<file path="src/theta_scheme_sor_grid_solver_core_assert.svh">
// Assertion macros for the theta-scheme SOR grid solver core.
// Used by the top level only; no other dependencies.
`ifndef THETA_SCHEME_SOR_GRID_SOLVER_CORE_ASSERT_SVH
`define THETA_SCHEME_SOR_GRID_SOLVER_CORE_ASSERT_SVH
`ifndef SYNTHESIS
// same-cycle implication
`define TSOR_ASSERT_IMP(lbl, clk, rst_n, ante, cons) \
  lbl: assert property (@(posedge clk) disable iff (!rst_n) (ante) |-> (cons)) \
    else $error("tsor assertion failed");
// next-cycle implication
`define TSOR_ASSERT_NXT(lbl, clk, rst_n, ante, cons) \
  lbl: assert property (@(posedge clk) disable iff (!rst_n) (ante) |=> (cons)) \
    else $error("tsor assertion failed");
`else
`define TSOR_ASSERT_IMP(lbl, clk, rst_n, ante, cons)
`define TSOR_ASSERT_NXT(lbl, clk, rst_n, ante, cons)
`endif
`endif

</file>
<file path="src/tsor_pkg.sv">
// Shared constants, types and saturating Q24.40 arithmetic for the SOR solver.
// No dependencies.
package tsor_pkg;

  localparam int MAX_SPACE_STEPS = 1024;
  localparam int MAX_SWEEPS      = 1000;
  localparam int NODE_SLOTS      = MAX_SPACE_STEPS + 1;
  localparam int ADDR_W          = $clog2(NODE_SLOTS);
  localparam int CNT_W           = $clog2(NODE_SLOTS + 2);
  localparam int SWP_W           = $clog2(MAX_SWEEPS + 1);
  localparam int FRAC_BITS       = 40;

  localparam logic [1:0] STATUS_OK  = 2'd0;
  localparam logic [1:0] STATUS_BAD = 2'd1;
  localparam logic [1:0] STATUS_CAP = 2'd2;

  typedef logic [ADDR_W-1:0] addr_t;

  typedef enum logic [2:0] {
    CFG_LHS_LEFT   = 3'd0,
    CFG_LHS_RIGHT  = 3'd1,
    CFG_RHS_LEFT   = 3'd2,
    CFG_RHS_CENTER = 3'd3,
    CFG_RHS_RIGHT  = 3'd4,
    CFG_RELAXATION = 3'd5,
    CFG_TOLERANCE  = 3'd6,
    CFG_TIME_STEPS = 3'd7
  } cfg_idx_t;

  typedef enum logic [3:0] {
    OP_NOP,
    OP_LEFT_Q,
    OP_MID_Q,
    OP_RIGHT_RHS,
    OP_RIGHT_ZERO,
    OP_MUL,
    OP_ACC_ADD,
    OP_ACC_SUB,
    OP_SUB_MID,
    OP_NEW,
    OP_TERM,
    OP_SUM,
    OP_SHIFT,
    OP_CLR_SUMS,
    OP_BOUND,
    OP_RESULT
  } dp_op_t;

  typedef enum logic [2:0] {
    M_LL, M_LR, M_RL, M_RC, M_RR, M_OM, M_BOUND
  } mul_sel_t;

  typedef enum logic [4:0] {
    ST_IDLE, ST_W0, ST_W1, ST_W2, ST_RD, ST_LD, ST_MSTART, ST_MWAIT,
    ST_RHS_WR, ST_PRE_OM, ST_TERM, ST_SUM, ST_CHECK, ST_SWP_START,
    ST_RES0, ST_RES1, ST_RES2, ST_RES3, ST_RES4, ST_BAD
  } ctrl_state_t;

  // controller to datapath
  typedef struct packed {
    dp_op_t     op;
    mul_sel_t   msel;
    addr_t      g_raddr;
    logic       g_we;
    addr_t      g_waddr;
    logic       g_wsel;   // 1: new node value, 0: input word
    addr_t      r_raddr;
    logic       r_we;
    addr_t      r_waddr;
    addr_t      weight;
    logic [1:0] status;
  } dp_cmd_t;

  // datapath to controller
  typedef struct packed {
    logic        mul_done;
    logic        converged;
    logic [15:0] time_steps;
  } dp_stat_t;

  function automatic logic signed [63:0] add_sat(input logic signed [63:0] a,
                                                 input logic signed [63:0] b);
    logic signed [63:0] s;
    s = a + b;
    if (a[63] == b[63] && s[63] != a[63])
      s = a[63] ? {1'b1, 63'd0} : {1'b0, {63{1'b1}}};
    return s;
  endfunction

  function automatic logic signed [63:0] sub_sat(input logic signed [63:0] a,
                                                 input logic signed [63:0] b);
    logic signed [63:0] s;
    s = a - b;
    if (a[63] != b[63] && s[63] != a[63])
      s = a[63] ? {1'b1, 63'd0} : {1'b0, {63{1'b1}}};
    return s;
  endfunction

  function automatic logic [63:0] add_usat(input logic [63:0] a, input logic [63:0] b);
    logic [64:0] s;
    s = {1'b0, a} + {1'b0, b};
    return s[64] ? {64{1'b1}} : s[63:0];
  endfunction

  function automatic logic [63:0] mag_of(input logic signed [63:0] v);
    return v[63] ? (~v + 64'd1) : v;
  endfunction

  function automatic logic [63:0] dist_of(input logic signed [63:0] a,
                                          input logic signed [63:0] b);
    logic [64:0] d;
    d = {a[63], a} - {b[63], b};
    return d[64] ? 64'(~d + 65'd1) : d[63:0];
  endfunction

  // scale a raw magnitude product by 2^-40 with rounding, sign and saturation
  function automatic logic signed [63:0] q_finish(input logic [127:0] p, input logic neg);
    logic [64:0] r;
    logic        over;
    logic signed [63:0] res;
    over = |p[127:FRAC_BITS+64];
    r    = {1'b0, p[FRAC_BITS+63:FRAC_BITS]} + {64'd0, p[FRAC_BITS-1]};
    over = over | r[64] | r[63];
    if (neg)
      res = (over && !(r[63] && ~|r[62:0] && !r[64] && ~|p[127:FRAC_BITS+64]))
            ? {1'b1, 63'd0} : 64'(~r[63:0] + 64'd1);
    else
      res = over ? {1'b0, {63{1'b1}}} : r[63:0];
    return res;
  endfunction

endpackage

</file>
<file path="src/tsor_ctrl.sv">
// Controller: load counting, time-step / sweep / node sequencing, result handshake.
// Depends on tsor_pkg.
module tsor_ctrl (
  input  logic               clk,
  input  logic               rst_n,
  input  logic               in_valid,
  input  logic               in_last_node,
  output logic               in_stall,
  output logic               out_valid,
  input  logic               out_stall,
  input  tsor_pkg::dp_stat_t stat,
  output tsor_pkg::dp_cmd_t  cmd
);
  import tsor_pkg::*;

  ctrl_state_t       state_r, state_nxt;
  logic              phase_r, phase_nxt;   // 0: rhs pass, 1: sweep
  logic [1:0]        k_r, k_nxt;
  addr_t             j_r, j_nxt, n_r, n_nxt;
  logic [CNT_W-1:0]  count_r, count_nxt, cnt1;
  logic [15:0]       step_r, step_nxt;
  logic [SWP_W-1:0]  sweep_r, sweep_nxt;
  logic              cap_r, cap_nxt;
  logic              oval_r, oval_nxt;
  addr_t             half;
  logic              step_last;

  assign half      = n_r >> 1;
  assign cnt1      = (count_r < CNT_W'(NODE_SLOTS + 1)) ? count_r + 1'b1 : count_r;
  assign step_last = ({1'b0, step_r} + 17'd1) == {1'b0, stat.time_steps};

  always_ff @(posedge clk) begin
    if (!rst_n) begin
      state_r <= ST_IDLE;
      phase_r <= 1'b0;
      k_r     <= '0;
      j_r     <= '0;
      n_r     <= '0;
      count_r <= '0;
      step_r  <= '0;
      sweep_r <= '0;
      cap_r   <= 1'b0;
      oval_r  <= 1'b0;
    end else begin
      state_r <= state_nxt;
      phase_r <= phase_nxt;
      k_r     <= k_nxt;
      j_r     <= j_nxt;
      n_r     <= n_nxt;
      count_r <= count_nxt;
      step_r  <= step_nxt;
      sweep_r <= sweep_nxt;
      cap_r   <= cap_nxt;
      oval_r  <= oval_nxt;
    end
  end

  always_comb begin
    state_nxt = state_r;
    phase_nxt = phase_r;
    k_nxt     = k_r;
    j_nxt     = j_r;
    n_nxt     = n_r;
    count_nxt = count_r;
    step_nxt  = step_r;
    sweep_nxt = sweep_r;
    cap_nxt   = cap_r;
    oval_nxt  = oval_r && out_stall;

    cmd         = '0;
    cmd.op      = OP_NOP;
    cmd.msel    = M_LL;
    cmd.g_raddr = j_r + 1'b1;
    cmd.r_raddr = j_r;
    cmd.g_waddr = j_r;
    cmd.r_waddr = j_r;
    cmd.weight  = j_r + 1'b1;
    cmd.status  = cap_r ? STATUS_CAP : STATUS_OK;

    unique case (state_r)
      // load one node a cycle
      ST_IDLE: begin
        if (in_valid) begin
          cmd.g_we    = count_r < CNT_W'(NODE_SLOTS);
          cmd.g_waddr = count_r[ADDR_W-1:0];
          cmd.g_wsel  = 1'b0;
          if (in_last_node) begin
            count_nxt = '0;
            if (cnt1 < CNT_W'(3) || cnt1 > CNT_W'(NODE_SLOTS) || !cnt1[0]) begin
              state_nxt = ST_BAD;
            end else begin
              n_nxt    = ADDR_W'(cnt1 - 1'b1);
              step_nxt = '0;
              cap_nxt  = 1'b0;
              phase_nxt = 1'b0;
              state_nxt = (stat.time_steps == 16'd0) ? ST_RES0 : ST_W0;
            end
          end else begin
            count_nxt = cnt1;
          end
        end
      end
      // prime the node window with nodes 0 and 1
      ST_W0: begin
        cmd.g_raddr = '0;
        j_nxt       = ADDR_W'(1);
        state_nxt   = ST_W1;
      end
      ST_W1: begin
        cmd.op      = OP_LEFT_Q;
        cmd.g_raddr = ADDR_W'(1);
        state_nxt   = ST_W2;
      end
      ST_W2: begin
        cmd.op    = OP_MID_Q;
        state_nxt = ST_RD;
      end
      ST_RD: begin
        k_nxt     = '0;
        state_nxt = ST_LD;
      end
      ST_LD: begin
        cmd.op    = phase_r ? OP_RIGHT_RHS : OP_RIGHT_ZERO;
        state_nxt = ST_MSTART;
      end
      ST_MSTART: begin
        cmd.op = OP_MUL;
        if (!phase_r)
          cmd.msel = (k_r == 2'd0) ? M_RL : (k_r == 2'd1) ? M_RC : M_RR;
        else
          cmd.msel = (k_r == 2'd0) ? M_LL : (k_r == 2'd1) ? M_LR :
                     (k_r == 2'd2) ? M_OM : M_BOUND;
        state_nxt = ST_MWAIT;
      end
      ST_MWAIT: begin
        if (stat.mul_done) begin
          if (!phase_r) begin
            cmd.op = OP_ACC_ADD;
            if (k_r == 2'd2) begin
              state_nxt = ST_RHS_WR;
            end else begin
              k_nxt     = k_r + 2'd1;
              state_nxt = ST_MSTART;
            end
          end else begin
            case (k_r)
              2'd0: begin cmd.op = OP_ACC_SUB; k_nxt = 2'd1; state_nxt = ST_MSTART; end
              2'd1: begin cmd.op = OP_ACC_SUB; state_nxt = ST_PRE_OM; end
              2'd2: begin cmd.op = OP_NEW; state_nxt = ST_TERM; end
              default: begin cmd.op = OP_BOUND; state_nxt = ST_CHECK; end
            endcase
          end
        end
      end
      ST_RHS_WR: begin
        cmd.r_we = 1'b1;
        cmd.op   = OP_SHIFT;
        j_nxt    = j_r + 1'b1;
        if (j_r + 1'b1 == n_r) begin
          sweep_nxt = '0;
          state_nxt = ST_SWP_START;
        end else begin
          state_nxt = ST_RD;
        end
      end
      ST_PRE_OM: begin
        cmd.op    = OP_SUB_MID;
        k_nxt     = 2'd2;
        state_nxt = ST_MSTART;
      end
      ST_TERM: begin
        cmd.op    = OP_TERM;
        state_nxt = ST_SUM;
      end
      ST_SUM: begin
        cmd.op     = OP_SUM;
        cmd.g_we   = 1'b1;
        cmd.g_wsel = 1'b1;
        j_nxt      = j_r + 1'b1;
        if (j_r + 1'b1 == n_r) begin
          k_nxt     = 2'd3;
          state_nxt = ST_MSTART;
        end else begin
          state_nxt = ST_RD;
        end
      end
      // end of sweep: converged, capped or go again
      ST_CHECK: begin
        sweep_nxt = sweep_r + 1'b1;
        if (stat.converged || ({1'b0, sweep_r} + 1'b1) >= (SWP_W + 1)'(MAX_SWEEPS)) begin
          if (!stat.converged)
            cap_nxt = 1'b1;
          step_nxt  = step_r + 16'd1;
          phase_nxt = 1'b0;
          state_nxt = step_last ? ST_RES0 : ST_W0;
        end else begin
          state_nxt = ST_SWP_START;
        end
      end
      ST_SWP_START: begin
        cmd.op    = OP_CLR_SUMS;
        phase_nxt = 1'b1;
        state_nxt = ST_W0;
      end
      // read the middle node and its neighbours
      ST_RES0: begin
        cmd.g_raddr = half - 1'b1;
        state_nxt   = ST_RES1;
      end
      ST_RES1: begin
        cmd.op      = OP_LEFT_Q;
        cmd.g_raddr = half;
        state_nxt   = ST_RES2;
      end
      ST_RES2: begin
        cmd.op      = OP_MID_Q;
        cmd.g_raddr = half + 1'b1;
        state_nxt   = ST_RES3;
      end
      ST_RES3: begin
        cmd.op    = OP_RIGHT_ZERO;
        state_nxt = ST_RES4;
      end
      ST_RES4: begin
        if (!oval_r) begin
          cmd.op    = OP_RESULT;
          oval_nxt  = 1'b1;
          state_nxt = ST_IDLE;
        end
      end
      ST_BAD: begin
        if (!oval_r) begin
          cmd.op     = OP_RESULT;
          cmd.status = STATUS_BAD;
          oval_nxt   = 1'b1;
          state_nxt  = ST_IDLE;
        end
      end
      default: state_nxt = ST_IDLE;
    endcase
  end

  assign in_stall  = (state_r != ST_IDLE);
  assign out_valid = oval_r;

endmodule
</file>
<file path="config.mk">
export PLATFORM = sky130hd
export DESIGN_NAME = tsor_ctrl
export DESIGN_NICKNAME = d
export VERILOG_FILES = /design/src/theta_scheme_sor_grid_solver_core_assert.svh /design/src/tsor_pkg.sv /design/src/tsor_ctrl.sv
export SDC_FILE = /design/constraint.sdc
export NUM_CORES = 1
export LEC_CHECK = 0
export ABC_CLOCK_PERIOD_IN_PS = 7500
export BUFFER_PORTS_ARGS = -buffer_cell sky130_fd_sc_hd__buf_2
export CAP_MARGIN = 15
export CORE_MARGIN = 5
export CORE_UTILIZATION = 50
export DETAILED_ROUTE_END_ITERATION = 7
export PLACE_DENSITY = 0.71
export SLEW_MARGIN = 10
export SYNTH_ARGS = -nofsm -noshare
export SYNTH_HDL_FRONTEND = slang
export SYNTH_SLANG_ARGS = --single-unit
</file>
<file path="constraint.sdc">
create_clock -name clk -period 7.5 [get_ports clk]
set_input_delay 0.375 -clock clk [delete_from_list [all_inputs] [get_ports clk]]
set_output_delay 0.375 -clock clk [all_outputs]
set_load 0.01 [all_outputs]
</file>
# == Yosys cells after proc, flatten, opt, wreduce, memory -nomap -nowiden ==
# Index checks and enable logic that the tools add are counted.
# op_classes
add_sub_neg,10
magnitude_cmp,5
n_eq_ne,34
mux,62
n_bitwise,1
reduce_logical,28
# ops
op,n
one-hot mux 5 bit (18 select lines),1
2-to-1 mux 16 bit,4
one-hot mux 11 bit (5 select lines),1
one-hot mux 4 bit (12 select lines),1
"== test 5 x 4 -> 1 bit, second input constant",8
2-to-1 mux 11 bit,3
2-to-1 mux 4 bit,8
one-hot mux 16 bit (2 select lines),1
2-to-1 mux 5 bit,6
"adder 10 x 1 -> 11 bit, second input constant",2
"adder 11 x 1 -> 11 bit, second input constant",2
"< comparator 11 bit, second input constant",2
one-hot mux 11 bit (2 select lines),1
2-to-1 mux 3 bit,7
"== test 5 x 3 -> 1 bit, second input constant",4
"== test 5 bit, second input constant",4
2-to-1 mux 2 bit,10
one-hot mux 10 bit (2 select lines),1
"inequality test 2 bit, second input constant",9
"adder 16 x 1 -> 17 bit, second input constant",1
== test 17 x 16 -> 1 bit,1
"adder 16 x 1 -> 16 bit, second input constant",1
logical NOT 16 bit,1
AND reduction 5 bit,3
35 further kinds,58
# totals
reg_bits,69
input_bits,23
output_inout_bits,69
word_cells,150

# == Depth between registers and ports, before layout ==
# Gate-level depths: netlist (run 1).
# depth
depth_word,9
ltp_mapped,13
mapped_depth_nobuf,13

# == Worst setup path after synthesis (run 1) ==
# OpenSTA, ideal clock, no wires.
# synth_timing
path_kind,flip-flop to output port
from,reg state_r[4]
to,out cmd[59] (netlist name)
arrival_ns,3.064
t_required_ns,7.125
setup_slack_ns,4.061
stages_incl_launch_ff,14
n_path_buf,1
cell_sequence,dfxtp_1 > clkbuf_1 > nand2_1 > nor3_1 > inv_1 > ha_1 > nor2b_1 > o21ai_0 > a21oi_1 > o21ai_0 > a21oi_1 > a31oi_1 > mux2_2 > o22ai_1
# synth_lines
item,line,rtl
from (decl),tsor_ctrl.sv:16,"ctrl_state_t state_r, state_nxt;"
from (signal assigned),tsor_ctrl.sv:45,state_r <= state_nxt;
to (decl),tsor_ctrl.sv:12,output tsor_pkg::dp_cmd_t cmd

==> impl_metrics.py, run 1 <==
metrics = {
    "cts": {
        "htreeDepth": 3,
        "cts.clk_slew.worst_paths_ns": 0.05,
        "cts_setup_buffers": 0,
        "hold_buffers": 0,
        "cts_buffer_depth": 2,
        "clk_latency_ns": 0.35,
        "cts_resized": 0,
        "root_buffer": "clkbuf_16",
        "clkSinkCount": 69,
        "cts_made_buffers": 9,
        "cts_tree": "built",
    },
    "pwr": {
        "ir_worst_vdd_mv": 0.123,
        "power_leakage_nw": 2.67,
        "power_per_cell_area_nw_per_um2": 209,
        "finalPower_mw": 1.43,
    },
    "drt": {
        "via_count": 6482,
        "vias_per_cell": 6.10,
        "firstDrtPassIters": 6,
        "route.detailed.drc": 0,
        "antenna_left": 0,
        "wl_um": 17900,
        "wl_per_cell_um": 16.9,
        "drt_iter0_drc": 655,
    },
    "global_route": {
        "grt_util_met3": 0.0434,
        "grt_overflow": 0,
        "met2_usage": 0.384,
        "grtUsageMet1": 0.346,
        "antenna_found_initial": 0,
        "top_usage_layer": "met2",
        "grt_pass1_vias": 5802,
        "grt_max_degree": 47,
        "grt_pass1_wl_um": 29700,
        "grt_use_total": 0.244,
    },
    "worst_setup_path": {
        "crit_arrival_ns": 4.18,
        "worstPathCellList": "nor2_1 -> nand2_1 -> nor3_1 -> inv_1 -> ha_1 -> nor2b_1 -> o21ai_0 -> a21oi_1 -> o21ai_0 -> a21oi_1 -> a31oi_1 -> mux2_2 -> o22ai_1 -> buf_2",
        "cpPeakStageDelay_ns": 0.50,
        "critPathLaunchType": "register",
        "crit_required_ns": 7.12,
        "crit_type": "reg -> out",
        "cpMaxStageDelayCell": "dfxtp_1",
        "worstSetupEndpointType": "primary output",
        "crit_fanout": 21,
    },
    "outcome": {
        "status": "finished clean",
    },
    "floorplan": {
        "dieArea_um2": 14700,
        "die_x_um": 121,
        "rows": 40,
        "ios": 92,
        "initial_core_util": 0.512,
        "core-area_um2": 12100,
        "die_y_um": 121,
    },
    "placed_design": {
        "io_buffers": 91,
        "gp_congestion": 0.915,
        "dpl-instance-area_um2": 6520,
        "pre_cts_slack_ns": 3.39,
        "dpl.hpwl_um": 12700,
    },
    "timing": {
        "max_slew_margin": 0.261,
        "post-route-min-period_ns": 4.55,
        "hold_viol_final": 0,
        "setup_ws_ns": 2.95,
        "clock-skew-final_ns": 0.0101,
        "period_share": 0.607,
        "fin_hold_ws_ns": 0.266,
        "rsz0062_at_grt": "no",
        "tightest_slew_ns": 1.10,
        "setup_viol": 0,
        "fin_tns_setup_ns": 0,
        "finalMaxSlewViolations": 0,
        "fmax_mhz": 220,
    },
    "synthesis": {
        "synth_seq_cells": 69,
        "synthDistinctLibCells": 77,
        "syn_nets": 907,
        "synth_edf_count": 0,
        "syn-mean-instance-area_um2": 7.21,
        "syn-cell-area_um2": 6200,
        "synth_top_cell_by_area": "dfxtp_1",
        "synth_ff_type": "dfxtp_1",
        "async_flop_share": 0,
        "synth_common_cells": "nand2_1 (103), nor2_1 (74), dfxtp_1 (69)",
        "synth_most_common_cell": "nand2_1",
        "yosysWarnings": 0,
        "synth_cells": 861,
        "yosysSeqAreaShare": 0.223,
        "synthTopCellsByArea": "dfxtp_1 (22%), nand2_1 (6.2%), a21oi_1 (4.5%), xnor2_1 (4.5%), nor2_1 (4.5%)",
        "synth.top_cell.area_share": 0.223,
    },
    "finish": {
        "synthToLayoutAreaGrowth_pct": 10.0,
        "layout-drive-gt1-share": 0.141,
        "antennaDiodeCount": 0,
        "design_area_um2": 6830,
        "nNetsFinal": 936,
    },
    "job": {
        "cap_violations": 0,
    },
    "min_path": {
        "holdCritPathClass": "in -> reg",
    },
}
through the flow:
| stage | instances | util |
|---|---|---|
| CTS | 1063 | 0.563 |
| floorplan | 861 | - |
| detailed placement | 1047 | 0.538 |
| finish | 1063 | 0.564 |
| global route | 1063 | 0.564 |
| global placement | 1047 | 0.538 |
critical path, delay by kind of cell, from the launching register on:
family | cells | cell delay [ns]
AO/OA/AOI/OAI | 6 | 1.06
adder cells (fa/ha/maj) | 1 | 0.39
multiplexers | 1 | 0.35
buffers and inverters | 2 | 0.44
flip-flops | 1 | 0.50
AND/OR/NAND/NOR | 4 | 1.10
registers in the layout, indices dropped and copies added (netlist names):
signal     count
cap_r          1
count_r       11
j_r           11
k_r            2
n_r           11
out_valid      1
phase_r        1
state_r        5
step_r        16
sweep_r       10
worst paths after layout:
kind,start,end,slack (ns),cells after the start
hold / removal,out_stall,out_valid,0.27,3
hold reg to reg,sweep_r[8],sweep_r[8],0.48,1
setup / recovery,state_r[2],cmd[59],2.95,14
setup reg to reg,j_r[0],sweep_r[0],3.87,8
metal layers:
metal  part of all wire  vias up  wire, um
li1                   -     3182         -
met1               0.47     3014      8360
met2               0.46      259      8210
met3              0.064       27      1150
met4              0.012        0       221
met5                  0        -         0
where the power goes:
group / leakage, nW / internal (mW) / total, mW / switching [mW]
Sequential: 0.557 / 0.381 / 0.444 / 0.0629
Combinational: 1.97 / 0.204 / 0.547 / 0.344
Clock: 0.142 / 0.267 / 0.439 / 0.171
logic make-up (layout without fill, tap and decap cells):
kind of cell | Yosys count | after routing | share of synthesized area
AND/OR/NAND/NOR | 358 | 358 | 0.288
XOR/XNOR | 59 | 59 | 0.0903
buffers and inverters | 105 | 139 | 0.0774
flip-flops | 69 | 69 | 0.223
adder cells (fa/ha/maj) | 23 | 23 | 0.0476
multiplexers | 12 | 12 | 0.0198
AO/OA/AOI/OAI | 235 | 235 | 0.254
area by class of cell:
class / count / area, um^2
Clock buffer: 11 / 243
Clock inverter: 5 / 58.8
Fill cell: 1209 / 5290
Inverter: 31 / 116
Multi-Input combinational cell: 687 / 4350
Sequential cell: 69 / 1380
Tap cell: 168 / 210
Timing Repair Buffer: 92 / 463
layout by cell type, fill, tap and decap left out, types with 16 or more instances in the layout:
cell type / n
a21oi_1: 56
a31oi_1: 19
buf_2: 91
dfxtp_1: 69
ha_1: 22
inv_1: 29
nand2_1: 103
nand3_1: 31
nand4_1: 18
nor2_1: 74
nor3_1: 30
o21ai_0: 50
o22ai_1: 16
xnor2_1: 32
xor2_1: 24
Note: power is estimated with default switching activity, not from simulation.
==> run 2: changes to the inputs <==
ABC_CLOCK_PERIOD_IN_PS = 3920   (was 7500)
PLACE_DENSITY = 0.74   (was 0.71)
clock period = 3.92 ns   (was 7.5 ns; I/O delays follow)
==> run 2 against run 1 <==
Global-route usage hardly changed. Setup slack worse by 2.6 ns. Register-to-register slack worse by 3.5 ns. Total power is 91% higher. Critical path depth is 1 higher. Worst hold slack worse by 0.18 ns. Cell count is 1.2% higher. Clock-buffer cell count is 1 lower. Via count is 0.22% higher. Sequential cell count stayed put. Die area stayed put. Critical path type unchanged. Largest cell class unchanged. Largest power group unchanged. Highest routed layer unchanged.
==> impl_metrics.py, run 2 (synthesized netlist as in run 1, its figures left out) <==
metrics = {
    "finish": {
        "regMostFlops": "step_r",
        "layout_commonest_cell": "nand2_1",
        "final_cell_mix": "nand2_1 (103), buf_2 (92), nor2_1 (74), dfxtp_1 (69), a21oi_1 (56)",
        "nNetsFinal": 950,
        "layout-drive-gt1-share": 0.152,
        "final_util": 0.570,
        "synthToLayoutAreaGrowth_pct": 11.3,
        "antennaDiodeCount": 0,
        "largest_reg_flops": 16,
    },
    "floorplan": {
        "ios": 92,
        "initial_core_util": 0.512,
        "rows": 40,
        "die_x_um": 121,
        "dieArea_um2": 14700,
        "die_y_um": 121,
        "core-area_um2": 12100,
    },
    "drt": {
        "route.detailed.drc": 0,
        "firstDrtPassIters": 5,
        "antenna_left": 0,
        "vias_per_cell": 6.04,
        "via_count": 6496,
        "wl_per_cell_um": 16.9,
        "drt_iter0_drc": 729,
        "wl_um": 18200,
    },
    "job": {
        "cap_violations": 0,
    },
    "worst_setup_path": {
        "crit_arrival_ns": 3.36,
        "critPathBufInv": 3,
        "timing.rr.start": "step_r[0]",
        "crit_type": "reg -> out",
        "critical-path-top-delay-family": "compound AO/OA/AOI/OAI gates",
        "cpMaxStageDelayCell": "ha_1",
        "r2r_end": "state_r[2]",
        "worstPathCellList": "nor2_1 -> nand2_1 -> nor3_1 -> buf_4 -> inv_1 -> ha_1 -> nor2b_1 -> o21ai_0 -> a21oi_1 -> o21ai_0 -> a21oi_1 -> a31oi_1 -> mux2_2 -> o22ai_1 -> buf_2",
        "crit_required_ns": 3.72,
        "rr_worst_depth": 9,
        "worstSetupEndpointType": "primary output",
        "reg2reg_slack_ns": 0.39,
        "critPathLaunchType": "register",
        "path_depth": 15,
        "crit_fanout": 9,
        "cpPeakStageDelay_ns": 0.36,
    },
    "placed_design": {
        "gp_congestion": 0.896,
        "dpl.hpwl_um": 13000,
        "io_buffers": 91,
    },
    "pwr": {
        "swShare": 0.399,
        "seqPwrFrac": 0.283,
        "clkPwrFrac": 0.291,
        "power_per_cell_area_nw_per_um2": 395,
        "comb_power_share": 0.426,
        "power_leakage_nw": 2.74,
        "finalPower_mw": 2.73,
        "ir_worst_vdd_mv": 0.253,
        "p_switching_mw": 1.09,
        "internal_power_mw": 1.64,
    },
    "outcome": {
        "status": "finished clean",
    },
    "timing": {
        "rsz0062_at_grt": "no",
        "setup_viol": 0,
        "hold_viol_final": 0,
        "clock-skew-final_ns": 0.00709,
        "period_share": 0.907,
        "max_slew_margin": 0.317,
        "fin_tns_setup_ns": 0,
        "fmax_mhz": 281,
        "tightest_slew_ns": 0.999,
        "post-route-min-period_ns": 3.56,
        "finalMaxSlewViolations": 0,
    },
    "cts": {
        "cts.clk_slew.worst_paths_ns": 0.06,
        "cts_resized": 0,
        "clk_latency_ns": 0.34,
        "cts_made_buffers": 9,
        "root_buffer": "clkbuf_16",
        "cts_buffer_depth": 2,
        "clkSinkCount": 69,
        "hold_buffers": 0,
        "cts_setup_buffers": 0,
        "htreeDepth": 3,
        "cts_tree": "built",
    },
    "global_route": {
        "grt_use_total": 0.244,
        "grt_pass1_wl_um": 29600,
        "grt_max_degree": 47,
        "grt_pass1_vias": 5936,
        "grt_overflow": 0,
        "antenna_found_initial": 0,
    },
    "min_path": {
        "worstHoldStart": "out_stall",
        "whs_path_depth": 3,
        "whs_endpoint": "out_valid",
        "holdCritPathClass": "in -> reg",
    },
}
## run 2: worst max path at each step
stage	start	endpoint	slack, ns
final	state_r[2]	cmd[59]	0.36
after global routing	state_r[2]	cmd[59]	0.07
after CTS	step_r[0]	state_r[2]	0.36
after detailed placement	step_r[0]	state_r[2]	0.41
after global placement	step_r[0]	state_r[2]	0.45
after floorplan	state_r[4]	cmd[59]	0.66
## run 2: worst min-delay path, stage by stage
cell and delay, ns:
buf_2 0.08, a21oi_1 0.05, nor2_1 0.07
## run 2: layout make-up
| cell class | count | area (um^2) |
|---|---|---|
| Sequential cell | 69 | 1380 |
| Clock buffer | 10 | 229 |
| Inverter | 31 | 116 |
| Timing Repair Buffer | 106 | 566 |
| Multi-Input combinational cell | 687 | 4350 |
| Fill cell | 1212 | 5210 |
| Tap cell | 168 | 210 |
| Clock inverter | 5 | 52.6 |
## run 2: stage by stage
step           area [um^2]  setup slack [ns]  hold WS, ns  cells
6_report              6900             0.364       0.0907   1076
3_5_place_dp          6620             0.406        0.437   1060
4_1_cts               6900             0.359       0.0867   1075
5_1_grt               6900            0.0677       0.0924   1076
3_3_place_gp          6620             0.448        0.431   1060
2_1_floorplan         6200             0.660        0.341    861
## run 2: routing by layer
layer  wire, um  vias up  GRT usage
li1           -     3208          -
met3       1280       37     0.0434
met1       8380     3008      0.346
met2       8080      243      0.369
met5          0        -          0
met4        431        0     0.0889
## run 2: power groups by stage
stage | clock (mW) | combinational, mW | sequential (mW)
4_1_cts | 0.806 | 1.15 | 0.770
2_1_floorplan | 0 | 0.820 | 0.770
6_report | 0.795 | 1.16 | 0.771
5_1_grt | 0.835 | 1.27 | 0.776
3_3_place_gp | 0 | 1.14 | 0.785
3_5_place_dp | 0 | 1.14 | 0.786
